## src/kwsm_pkg.sv

```systemverilog
// ----------------------------------------------------------------------------
// kwsm_pkg
// shared constants, codes and types of the k-way sorted merge core
// ----------------------------------------------------------------------------
package kwsm_pkg;

  localparam int LANES      = 8;
  localparam int LANE_DEPTH = 16;

  localparam int LANE_W  = (LANES > 1) ? $clog2(LANES) : 1;
  localparam int PTR_W   = (LANE_DEPTH > 1) ? $clog2(LANE_DEPTH) : 1;
  localparam int CNT_W   = $clog2(LANE_DEPTH + 1);
  localparam int DATA_W  = 32;
  localparam int ADDR_W  = LANE_W + PTR_W;
  localparam int WORDS   = LANES * LANE_DEPTH;

  // widths of the external fields
  localparam int IN_LANE_W  = 3;
  localparam int OUT_LANE_W = 3;
  localparam int STATUS_W   = 2;

  typedef logic [LANE_W-1:0]     lane_idx_t;
  typedef logic [PTR_W-1:0]      ptr_t;
  typedef logic [CNT_W-1:0]      cnt_t;
  typedef logic [ADDR_W-1:0]     addr_t;
  typedef logic [DATA_W-1:0]     data_t;
  typedef logic [OUT_LANE_W-1:0] out_lane_t;

  typedef enum logic {
    OP_PUSH = 1'b0,
    OP_POP  = 1'b1
  } op_t;

  typedef enum logic [STATUS_W-1:0] {
    ST_PUSHED = 2'd0,
    ST_FULL   = 2'd1,
    ST_POPPED = 2'd2,
    ST_EMPTY  = 2'd3
  } status_t;

  // head candidate offered to the compare unit
  typedef struct packed {
    logic      vld;
    lane_idx_t lane;
  } cand_t;

  // running minimum kept by the compare unit
  typedef struct packed {
    logic      found;
    lane_idx_t lane;
    data_t     value;
  } best_t;

  function automatic ptr_t next_slot(input ptr_t slot);
    ptr_t res;
    if (slot == ptr_t'(LANE_DEPTH - 1)) begin
      res = '0;
    end else begin
      res = slot + ptr_t'(1);
    end
    return res;
  endfunction

endpackage

```

## src/k_way_sorted_merge_core.sv

```systemverilog
// ----------------------------------------------------------------------------
// k_way_sorted_merge_core
// k-way merge of sorted lanes: push words into per-lane fifos, pop the
// smallest head across all lanes
// ----------------------------------------------------------------------------
// The core holds LANES fifos of LANE_DEPTH signed 32-bit words in one shared
// storage array. A push word (op 0) appends value to its lane and answers
// status 0, or status 1 when the lane is full or out of range. A pop word
// (op 1) returns the smallest head of all nonempty lanes with its lane
// number and status 2; a tie goes to the lowest lane; with every lane empty
// it answers status 3 and zeros. One word is in flight at a time: in_ready is
// low from the accepting edge until the result is loaded into the output
// register. out_valid rises once a push has passed S_PUSH and S_DONE, and
// once a pop has passed S_SCAN, S_DRAIN, S_COMMIT and S_DONE; the single
// comparator visits one lane head per cycle behind the registered read
// of the storage array. The next word is accepted the cycle after the result
// is loaded, even while the previous result still waits on out_ready, so a
// push occupies the core through S_PUSH and S_DONE and a pop through S_SCAN,
// S_DRAIN, S_COMMIT and S_DONE; S_DONE waits while an earlier result is
// held up by out_ready. The storage needs no clearing after reset: only
// entries that a push wrote are ever read.
// ----------------------------------------------------------------------------
module k_way_sorted_merge_core (
  input  logic                                  clk,
  input  logic                                  rst,
  // input words
  input  logic                                  in_valid,
  output logic                                  in_ready,
  input  logic                                  op,
  input  logic [kwsm_pkg::IN_LANE_W-1:0]        lane,
  input  logic signed [kwsm_pkg::DATA_W-1:0]    value,
  // result words
  output logic                                  out_valid,
  input  logic                                  out_ready,
  output logic [kwsm_pkg::STATUS_W-1:0]         status,
  output logic signed [kwsm_pkg::DATA_W-1:0]    out_value,
  output logic [kwsm_pkg::OUT_LANE_W-1:0]       out_lane
);

  typedef enum logic [2:0] {
    S_IDLE,
    S_PUSH,
    S_SCAN,
    S_DRAIN,
    S_COMMIT,
    S_DONE
  } state_t;

  state_t state;

  // per-lane bookkeeping
  kwsm_pkg::ptr_t rd_ptr [kwsm_pkg::LANES];
  kwsm_pkg::ptr_t wr_ptr [kwsm_pkg::LANES];
  kwsm_pkg::cnt_t fill   [kwsm_pkg::LANES];

  // captured input word
  kwsm_pkg::lane_idx_t lane_q;
  logic                lane_ok_q;
  kwsm_pkg::data_t     value_q;

  // scan sequencer
  kwsm_pkg::lane_idx_t scan_idx;
  kwsm_pkg::cand_t     cand;

  // pending result
  kwsm_pkg::status_t   res_status;
  kwsm_pkg::data_t     res_value;
  kwsm_pkg::out_lane_t res_lane;

  // datapath
  kwsm_pkg::best_t     best;
  kwsm_pkg::data_t     rd_data;
  kwsm_pkg::lane_idx_t sel_lane;
  kwsm_pkg::ptr_t      sel_rd_ptr;
  kwsm_pkg::ptr_t      sel_wr_ptr;
  kwsm_pkg::cnt_t      sel_fill;
  logic                in_fire;
  logic                out_fire;
  logic                push_ok;
  logic                mem_wr_en;
  logic                mem_rd_en;
  logic                min_clear;

  assign in_ready = (state == S_IDLE);
  assign in_fire  = in_valid && in_ready;
  assign out_fire = out_valid && out_ready;

  // one lane of bookkeeping is looked at per cycle, picked by the state
  always_comb begin
    unique case (state)
      S_PUSH:   sel_lane = lane_q;
      S_SCAN:   sel_lane = scan_idx;
      S_COMMIT: sel_lane = best.lane;
      default:  sel_lane = '0;
    endcase
  end

  assign sel_rd_ptr = rd_ptr[sel_lane];
  assign sel_wr_ptr = wr_ptr[sel_lane];
  assign sel_fill   = fill[sel_lane];

  assign push_ok   = lane_ok_q && (sel_fill < kwsm_pkg::cnt_t'(kwsm_pkg::LANE_DEPTH));
  assign mem_wr_en = (state == S_PUSH) && push_ok;
  // skip the read for an empty lane: its head slot may never have been written
  assign mem_rd_en = (state == S_SCAN) && (sel_fill != '0);
  assign min_clear = in_fire;

  kwsm_store u_store (
    .clk     (clk),
    .wr_en   (mem_wr_en),
    .wr_addr ({lane_q, sel_wr_ptr}),
    .wr_data (value_q),
    .rd_en   (mem_rd_en),
    .rd_addr ({scan_idx, sel_rd_ptr}),
    .rd_data (rd_data)
  );

  kwsm_min u_min (
    .clk        (clk),
    .rst        (rst),
    .clear      (min_clear),
    .cand       (cand),
    .cand_value (rd_data),
    .best       (best)
  );

  always_ff @(posedge clk) begin
    if (rst) begin
      state     <= S_IDLE;
      out_valid <= 1'b0;
      scan_idx  <= '0;
      cand      <= '0;
      for (int i = 0; i < kwsm_pkg::LANES; i++) begin
        rd_ptr[i] <= '0;
        wr_ptr[i] <= '0;
        fill[i]   <= '0;
      end
    end else begin
      if (out_fire) begin
        out_valid <= 1'b0;
      end

      // head candidate lines up with the registered storage read
      cand.vld  <= mem_rd_en;
      cand.lane <= scan_idx;

      unique case (state)
        S_IDLE: begin
          if (in_fire) begin
            lane_q    <= kwsm_pkg::lane_idx_t'(lane);
            lane_ok_q <= (32'(lane) < kwsm_pkg::LANES);
            value_q   <= value;
            scan_idx  <= '0;
            state     <= (op == kwsm_pkg::OP_POP) ? S_SCAN : S_PUSH;
          end
        end

        S_PUSH: begin
          res_value <= '0;
          res_lane  <= '0;
          if (push_ok) begin
            wr_ptr[sel_lane] <= kwsm_pkg::next_slot(sel_wr_ptr);
            fill[sel_lane]   <= sel_fill + kwsm_pkg::cnt_t'(1);
            res_status       <= kwsm_pkg::ST_PUSHED;
          end else begin
            res_status       <= kwsm_pkg::ST_FULL;
          end
          state <= S_DONE;
        end

        S_SCAN: begin
          scan_idx <= scan_idx + kwsm_pkg::lane_idx_t'(1);
          if (scan_idx == kwsm_pkg::lane_idx_t'(kwsm_pkg::LANES - 1)) begin
            state <= S_DRAIN;
          end
        end

        // last head is compared in this cycle
        S_DRAIN: begin
          state <= S_COMMIT;
        end

        S_COMMIT: begin
          if (best.found) begin
            rd_ptr[sel_lane] <= kwsm_pkg::next_slot(sel_rd_ptr);
            fill[sel_lane]   <= sel_fill - kwsm_pkg::cnt_t'(1);
            res_status       <= kwsm_pkg::ST_POPPED;
            res_value        <= best.value;
            res_lane         <= kwsm_pkg::out_lane_t'(best.lane);
          end else begin
            res_status       <= kwsm_pkg::ST_EMPTY;
            res_value        <= '0;
            res_lane         <= '0;
          end
          state <= S_DONE;
        end

        // load the output register once the previous result has left
        S_DONE: begin
          if (!out_valid || out_ready) begin
            out_valid <= 1'b1;
            status    <= res_status;
            out_value <= res_value;
            out_lane  <= res_lane;
            state     <= S_IDLE;
          end
        end

        default: begin
          state <= S_IDLE;
        end
      endcase
    end
  end

  // only a successful pop carries a value and a lane
  a_nonpop_zero: assert property (@(posedge clk) disable iff (rst)
    out_valid && (status != kwsm_pkg::ST_POPPED) |-> (out_value == '0) && (out_lane == '0))
    else $error("nonzero payload on a result that is not a pop");

  // one word at a time: no acceptance in the cycle after one
  a_one_in_flight: assert property (@(posedge clk) disable iff (rst)
    in_fire |=> !in_ready)
    else $error("input accepted while a word is in flight");

  // a lane picked by the scan must hold at least one word
  a_pick_nonempty: assert property (@(posedge clk) disable iff (rst)
    (state == S_COMMIT) && best.found |-> (sel_fill != '0))
    else $error("pop picked an empty lane");

  // the lane under selection never holds more than its depth
  a_fill_bound: assert property (@(posedge clk) disable iff (rst)
    sel_fill <= kwsm_pkg::cnt_t'(kwsm_pkg::LANE_DEPTH))
    else $error("lane fill count beyond depth");

endmodule

```

## src/kwsm_store.sv

```systemverilog
// ----------------------------------------------------------------------------
// kwsm_store
// lane element storage: one write port, one registered read port
// ----------------------------------------------------------------------------
module kwsm_store (
  input  logic            clk,
  input  logic            wr_en,
  input  kwsm_pkg::addr_t wr_addr,
  input  kwsm_pkg::data_t wr_data,
  input  logic            rd_en,
  input  kwsm_pkg::addr_t rd_addr,
  output kwsm_pkg::data_t rd_data
);

  kwsm_pkg::data_t mem [kwsm_pkg::WORDS];

  always_ff @(posedge clk) begin
    if (wr_en) begin
      mem[wr_addr] <= wr_data;
    end
  end

  always_ff @(posedge clk) begin
    if (rd_en) begin
      rd_data <= mem[rd_addr];
    end
  end

endmodule

```

## src/kwsm_min.sv

```systemverilog
// ----------------------------------------------------------------------------
// kwsm_min
// shared signed comparator that keeps the smallest head seen during a scan
// ----------------------------------------------------------------------------
module kwsm_min (
  input  logic            clk,
  input  logic            rst,
  input  logic            clear,
  input  kwsm_pkg::cand_t cand,
  input  kwsm_pkg::data_t cand_value,
  output kwsm_pkg::best_t best
);

  logic take;

  // strict less-than: on a tie the earlier (lower) lane stays
  assign take = cand.vld && (!best.found || ($signed(cand_value) < $signed(best.value)));

  always_ff @(posedge clk) begin
    if (rst || clear) begin
      best.found <= 1'b0;
      best.lane  <= '0;
      best.value <= '0;
    end else if (take) begin
      best.found <= 1'b1;
      best.lane  <= cand.lane;
      best.value <= cand_value;
    end
  end

endmodule
```

## config.mk

```make
export PLATFORM = sky130hd
export DESIGN_NAME = k_way_sorted_merge_core
export DESIGN_NICKNAME = d
export VERILOG_FILES = /design/src/kwsm_pkg.sv /design/src/k_way_sorted_merge_core.sv /design/src/kwsm_store.sv /design/src/kwsm_min.sv
export SDC_FILE = /design/constraint.sdc
export NUM_CORES = 2
export LEC_CHECK = 0
export ABC_CLOCK_PERIOD_IN_PS = 5470
export BUFFER_PORTS_ARGS = -buffer_cell sky130_fd_sc_hd__buf_2
export CORE_ASPECT_RATIO = 1.4
export CORE_MARGIN = 2
export CORE_UTILIZATION = 35
export CTS_BUF_LIST = sky130_fd_sc_hd__clkbuf_16
export CTS_CLUSTER_DIAMETER = 50
export DETAILED_ROUTE_END_ITERATION = 6
export PLACE_DENSITY = 0.56
export REMOVE_ABC_BUFFERS = 1
export SYNTH_ARGS = -nofsm -noshare
export SYNTH_HDL_FRONTEND = slang
export SYNTH_MEMORY_MAX_BITS = 65536
export SYNTH_SLANG_ARGS = --single-unit
export TNS_END_PERCENT = 1
```

## constraint.sdc

```tcl
create_clock -name clk -period 5.47 [get_ports clk]
set_clock_uncertainty 0.15 [all_clocks]
set_input_delay 0.2735 -clock clk [delete_from_list [all_inputs] [get_ports clk]]
set_output_delay 0.2735 -clock clk [all_outputs]
set_load 0.01 [all_outputs]
```

==> metrics.txt <==
# TYPE chip_impl_metric gauge
chip_impl_metric{name="drt-vias-per-instance",unit=""} 5.67
chip_impl_info{name="hold_path_class",value="in2reg"} 1
chip_impl_metric{name="finalWirelength",unit="um"} 564000
chip_impl_metric{name="crit_path_max_fanout",unit=""} 22
chip_impl_metric{name="grt_max_degree",unit=""} 129
chip_impl_metric{name="switching_pwr",unit="W"} 0.0206
chip_impl_metric{name="fin_util",unit="%"} 41.5
chip_impl_metric{name="power.density",unit="mW/mm^2"} 382
chip_impl_metric{name="flow.area_growth_from_synthesis",unit="%"} 18.0
chip_impl_metric{name="core_area",unit="sq mm"} 0.486
chip_impl_info{name="timing.critical_path.to_type",value="register"} 1
chip_impl_metric{name="tot_gr_track_use",unit="%"} 22.2
chip_impl_info{name="path_cells",value="nor4bb_1 -> a211o_2 -> buf_4 -> mux2i_1 -> mux4_4 -> a21o_2 -> nor2_4 -> buf_12 -> buf_12 -> a22oi_1 -> nand3_1 -> o22ai_1 -> buf_4 -> a311oi_1"} 1
chip_impl_info{name="synth_area_leader_cell",value="sky130_fd_sc_hd__edfxtp_1"} 1
chip_impl_info{name="critical_path.top_delay_family",value="compound AO/OA/AOI/OAI gates"} 1
chip_impl_metric{name="clk_latency",unit="ns"} 1.07
chip_impl_metric{name="vias_after_detailed_routing",unit=""} 100000
chip_impl_metric{name="h-tree-depth",unit=""} 5
chip_impl_metric{name="worstMarginPinSlew",unit="ns"} 1.41
chip_impl_metric{name="maxCapViolCount",unit=""} 0
chip_impl_metric{name="drtIter0Drc",unit=""} 13800
chip_impl_metric{name="final_layout_size_suffix_gt1_share",unit="%"} 20.1
chip_impl_metric{name="total_power",unit="W"} 0.0772
chip_impl_info{name="failed_checks",value="setup timing"} 1
chip_impl_metric{name="synthesis.area",unit="sq mm"} 0.171
chip_impl_info{name="clk_root_buffer_cell",value="sky130_fd_sc_hd__clkbuf_16"} 1
chip_impl_metric{name="postSynthCellCount",unit=""} 10100
chip_impl_metric{name="place.detailed.hpwl",unit="um"} 344000
chip_impl_metric{name="die-height",unit="um"} 831
chip_impl_metric{name="count_of_buffers_from_port_buffering",unit=""} 78
chip_impl_metric{name="fp.dieArea",unit="sq mm"} 0.494
chip_impl_metric{name="synth.lib_cells_used.distinct",unit=""} 88
chip_impl_metric{name="max-vdd-ir-drop",unit="mV"} 0.293
chip_impl_metric{name="via_count_of_the_first_global_routing_pass",unit=""} 98700
chip_impl_metric{name="critPathBufInv",unit=""} 4
chip_impl_info{name="critical_path.slowest_cell",value="sky130_fd_sc_hd__mux4_4"} 1
chip_impl_metric{name="cell_internal_pwr",unit="W"} 0.0566
chip_impl_metric{name="finalNetCount",unit=""} 11000
chip_impl_metric{name="clockPowerShare",unit="%"} 36.9
chip_impl_metric{name="yosysWarnings",unit=""} 0
chip_impl_metric{name="globalRouteOverflowTotal",unit=""} 0
chip_impl_metric{name="r2r_setup_slack",unit="ns"} -0.02
chip_impl_info{name="post-synth-top-count-cell",value="sky130_fd_sc_hd__edfxtp_1"} 1
chip_impl_info{name="ys_dominant_reg_cell",value="sky130_fd_sc_hd__edfxtp_1"} 1
chip_impl_metric{name="route.antenna.remaining_nets",unit=""} 0
chip_impl_metric{name="number_of_hold_violations_in_the_final_report",unit=""} 0
chip_impl_metric{name="ratio_of_final_minimum_period_to_clock_period",unit="%"} 100
chip_impl_metric{name="die_width",unit="um"} 595
chip_impl_metric{name="layout_setup_ws",unit="ns"} -0.0152
chip_impl_metric{name="sw_frac_of_total",unit="%"} 26.7
chip_impl_metric{name="reg2reg_depth",unit=""} 14
chip_impl_info{name="crit_path_start_kind",value="register"} 1
chip_impl_metric{name="numClockSinks",unit=""} 4388
chip_impl_metric{name="setup_viol_count_final",unit=""} 1
chip_impl_metric{name="seqPwrFrac",unit="%"} 48.3
chip_impl_info{name="criticalPathCategory",value="reg2reg"} 1
chip_impl_metric{name="synth_enable_flop_cells",unit=""} 4341
chip_impl_metric{name="fmax",unit="GHz"} 0.182
chip_impl_metric{name="max-slew-margin-rel",unit="%"} 5.77
chip_impl_metric{name="detailedRoute.firstPassIterationCount",unit=""} 6
chip_impl_metric{name="average_wire_per_cell_in_the_routed_design",unit="um"} 31.9
chip_impl_info{name="worstReg2RegStart",value="state[1]"} 1
chip_impl_metric{name="grt_antenna_before_repair",unit=""} 38
chip_impl_metric{name="cp.arrival",unit="ns"} 6.22
chip_impl_metric{name="numCtsBuffers",unit=""} 418
chip_impl_metric{name="fillers",unit=""} 42900
chip_impl_metric{name="floorplan.io_pins",unit=""} 79
chip_impl_metric{name="final.min_clock_period",unit="ns"} 5.49
chip_impl_metric{name="max-clock-path-buffers",unit=""} 4
chip_impl_metric{name="post_synth.cell_area_avg",unit="sq um"} 16.9
chip_impl_info{name="synth.top_cells.by_area",value="sky130_fd_sc_hd__edfxtp_1 (76%), sky130_fd_sc_hd__mux4_2 (7.0%), sky130_fd_sc_hd__nand2_1 (4.0%)"} 1
chip_impl_metric{name="comb_power_share",unit="%"} 14.8
chip_impl_metric{name="yosys.area.top_type_share",unit="%"} 76.2
chip_impl_metric{name="ys_seq_area_share",unit="%"} 76.8
chip_impl_metric{name="leakagePower",unit="nW"} 65.8
chip_impl_metric{name="slowest_delay",unit="ns"} 0.73
chip_impl_metric{name="grt_pass1_wl",unit="um"} 779000
chip_impl_info{name="setup_crit_end",value="u_store.rd_data[28]"} 1
chip_impl_metric{name="rows",unit=""} 303
chip_impl_info{name="leading_post_synthesis_cells_by_instance_count",value="sky130_fd_sc_hd__edfxtp_1 (4341), sky130_fd_sc_hd__nand2_1 (1823), sky130_fd_sc_hd__nand3_1 (583)"} 1
chip_impl_metric{name="detail_route.drc_violations",unit=""} 0
chip_impl_metric{name="synth-async-reset-ratio",unit="%"} 0
chip_impl_metric{name="weighted_congestion_at_the_end_of_routability_driven_global_placement",unit=""} 0.903
chip_impl_info{name="critPathLaunch",value="state[1]"} 1
chip_impl_info{name="setup_repair_after_global_routing_missed_its_margin",value="true"} 1
chip_impl_info{name="outcome",value="finished with violations"} 1
chip_impl_metric{name="worst_ep_required",unit="ns"} 6.20
chip_impl_metric{name="synth.ff_latch_count",unit=""} 4388
chip_impl_metric{name="final-max-slew-violation-count",unit=""} 0
chip_impl_info{name="tritoncts_clock_tree",value="built"} 1
chip_impl_info{name="reg2reg_to",value="u_store.rd_data[28]"} 1
chip_impl_metric{name="clk_transition_reported_paths",unit="ns"} 0.06
chip_impl_metric{name="start_util",unit="%"} 35.2
chip_impl_metric{name="critical_path_cell_count",unit=""} 14
[flip-flops by register name (all words and copies together), names as in the netlist, 4 cells and up]
register         cells
cand                 4
fill                40
out_value           32
rd_ptr              32
res_value           32
u_min.best          36
u_store.mem       4096
u_store.rd_data     32
value_q             32
wr_ptr              32
[layout make-up]
type / instances / area [sq um] / share of cell area (%)
Clock buffer: 421 / 10500 / 5.22
Sequential cell: 4388 / 131000 / 65.1
Clock inverter: 348 / 2790 / 1.38
Antenna cell: 23 / 57.6 / 0.0285
Inverter: 43 / 190 / 0.0943
Multi-Input combinational cell: 5065 / 37800 / 18.8
Tap cell: 6405 / 8010 / 3.97
Timing Repair Buffer: 989 / 11000 / 5.47
[through the flow]
step / setup slack [ns] / hold WS (ns) / instances / setup TNS [ns] / instance area (sq um)
after global placement: -0.934 / 0.261 / 16800 / -2.81 / 187000
after detailed placement: -0.845 / 0.255 / 16800 / -1.65 / 187000
after CTS: 0.0243 / 0.167 / 17700 / 0 / 202000
after floorplan: -37.86 / 0.190 / 9496 / -5906.40 / 168000
final: -0.0152 / 0.194 / 17700 / -0.0152 / 202000
after global routing: -0.0832 / 0.206 / 17700 / -0.153 / 202000
[what timing repair did]
action | CTS | global route
buffers inserted | 5 | 0
resized for setup | 8 | 14
setup endpoints to repair | 12 | 14
endpoints found under the hold margin | 93 | 0
hold buffers | 78 | 0
pin swaps | 1 | 1
[cell families (layout without fill, tap and decap cells)]
group | count (synthesis) | after routing | synth area share, %
DFF | 4388 | 4388 | 76.8
and+or+nand+nor | 3257 | 3257 | 8.34
AOI/OAI and AO/OA | 997 | 997 | 4.32
muxes | 765 | 765 | 8.37
buffers and inverters | 667 | 1801 | 1.85
adders and majority gates | 39 | 39 | 0.290
xor gates and xnor gates | 7 | 7 | 0.0359
other | 0 | 23 | 0
[worst min path at each step]
| stage | from | to | slack, ns | depth (start not counted) |
|---|---|---|---|---|
| final | rst | scan_idx[1] | 0.19 | 3 |
| after global placement | res_value[15] | out_value[15] | 0.26 | 0 |
| after detailed placement | res_value[12] | out_value[12] | 0.25 | 0 |
| after CTS | rst | cand[2] | 0.17 | 3 |
| after global routing | rst | cand[3] | 0.21 | 3 |
| after floorplan | rst | cand[0] | 0.19 | 1 |
[power groups by stage]
| stage | Sequential [W] | Clock (W) | Combinational, W |
|---|---|---|---|
| final | 0.0373 | 0.0285 | 0.0114 |
| after global routing | 0.0373 | 0.0300 | 0.0119 |
| after CTS | 0.0373 | 0.0288 | 0.0114 |
| after detailed placement | 0.0380 | 0 | 0.0112 |
| after global placement | 0.0380 | 0 | 0.0111 |
| after floorplan | 0.0382 | 0 | 0.00766 |
[worst min-delay path, cell delays in order]
cell and delay [ns]:
sky130_fd_sc_hd__dlygate4sd3_1 0.56, sky130_fd_sc_hd__buf_2 0.36, sky130_fd_sc_hd__nor2_1 0.17
[layout by cell type (no fill, tap or decap), types with 50 or more instances in the layout]
cell / n
sky130_fd_sc_hd__a211oi_1: 67
sky130_fd_sc_hd__a21oi_1: 157
sky130_fd_sc_hd__a22oi_1: 172
sky130_fd_sc_hd__a311o_1: 73
sky130_fd_sc_hd__a311oi_1: 130
sky130_fd_sc_hd__a31oi_1: 94
sky130_fd_sc_hd__and3_1: 264
sky130_fd_sc_hd__buf_12: 289
sky130_fd_sc_hd__buf_2: 78
sky130_fd_sc_hd__buf_4: 543
sky130_fd_sc_hd__clkbuf_16: 421
sky130_fd_sc_hd__clkinv_1: 96
sky130_fd_sc_hd__clkinv_2: 75
sky130_fd_sc_hd__dlygate4sd3_1: 78
sky130_fd_sc_hd__edfxtp_1: 4341
sky130_fd_sc_hd__inv_1: 110
sky130_fd_sc_hd__mux2i_1: 224
sky130_fd_sc_hd__mux4_2: 529
sky130_fd_sc_hd__nand2_1: 1816
sky130_fd_sc_hd__nand2b_1: 58
sky130_fd_sc_hd__nand3_1: 581
sky130_fd_sc_hd__nor2_1: 210
sky130_fd_sc_hd__nor2_4: 136
sky130_fd_sc_hd__o21ai_0: 50
[metal layers]
layer	share of wire (%)	track usage (%)	wire length, um
met5	0.0060	0	34
met4	6.4	12.3	35900
met3	8.5	3.34	48000
met2	48	36.7	270000
met1	37	28.2	210000
Note: power is estimated with default switching activity, not from simulation.
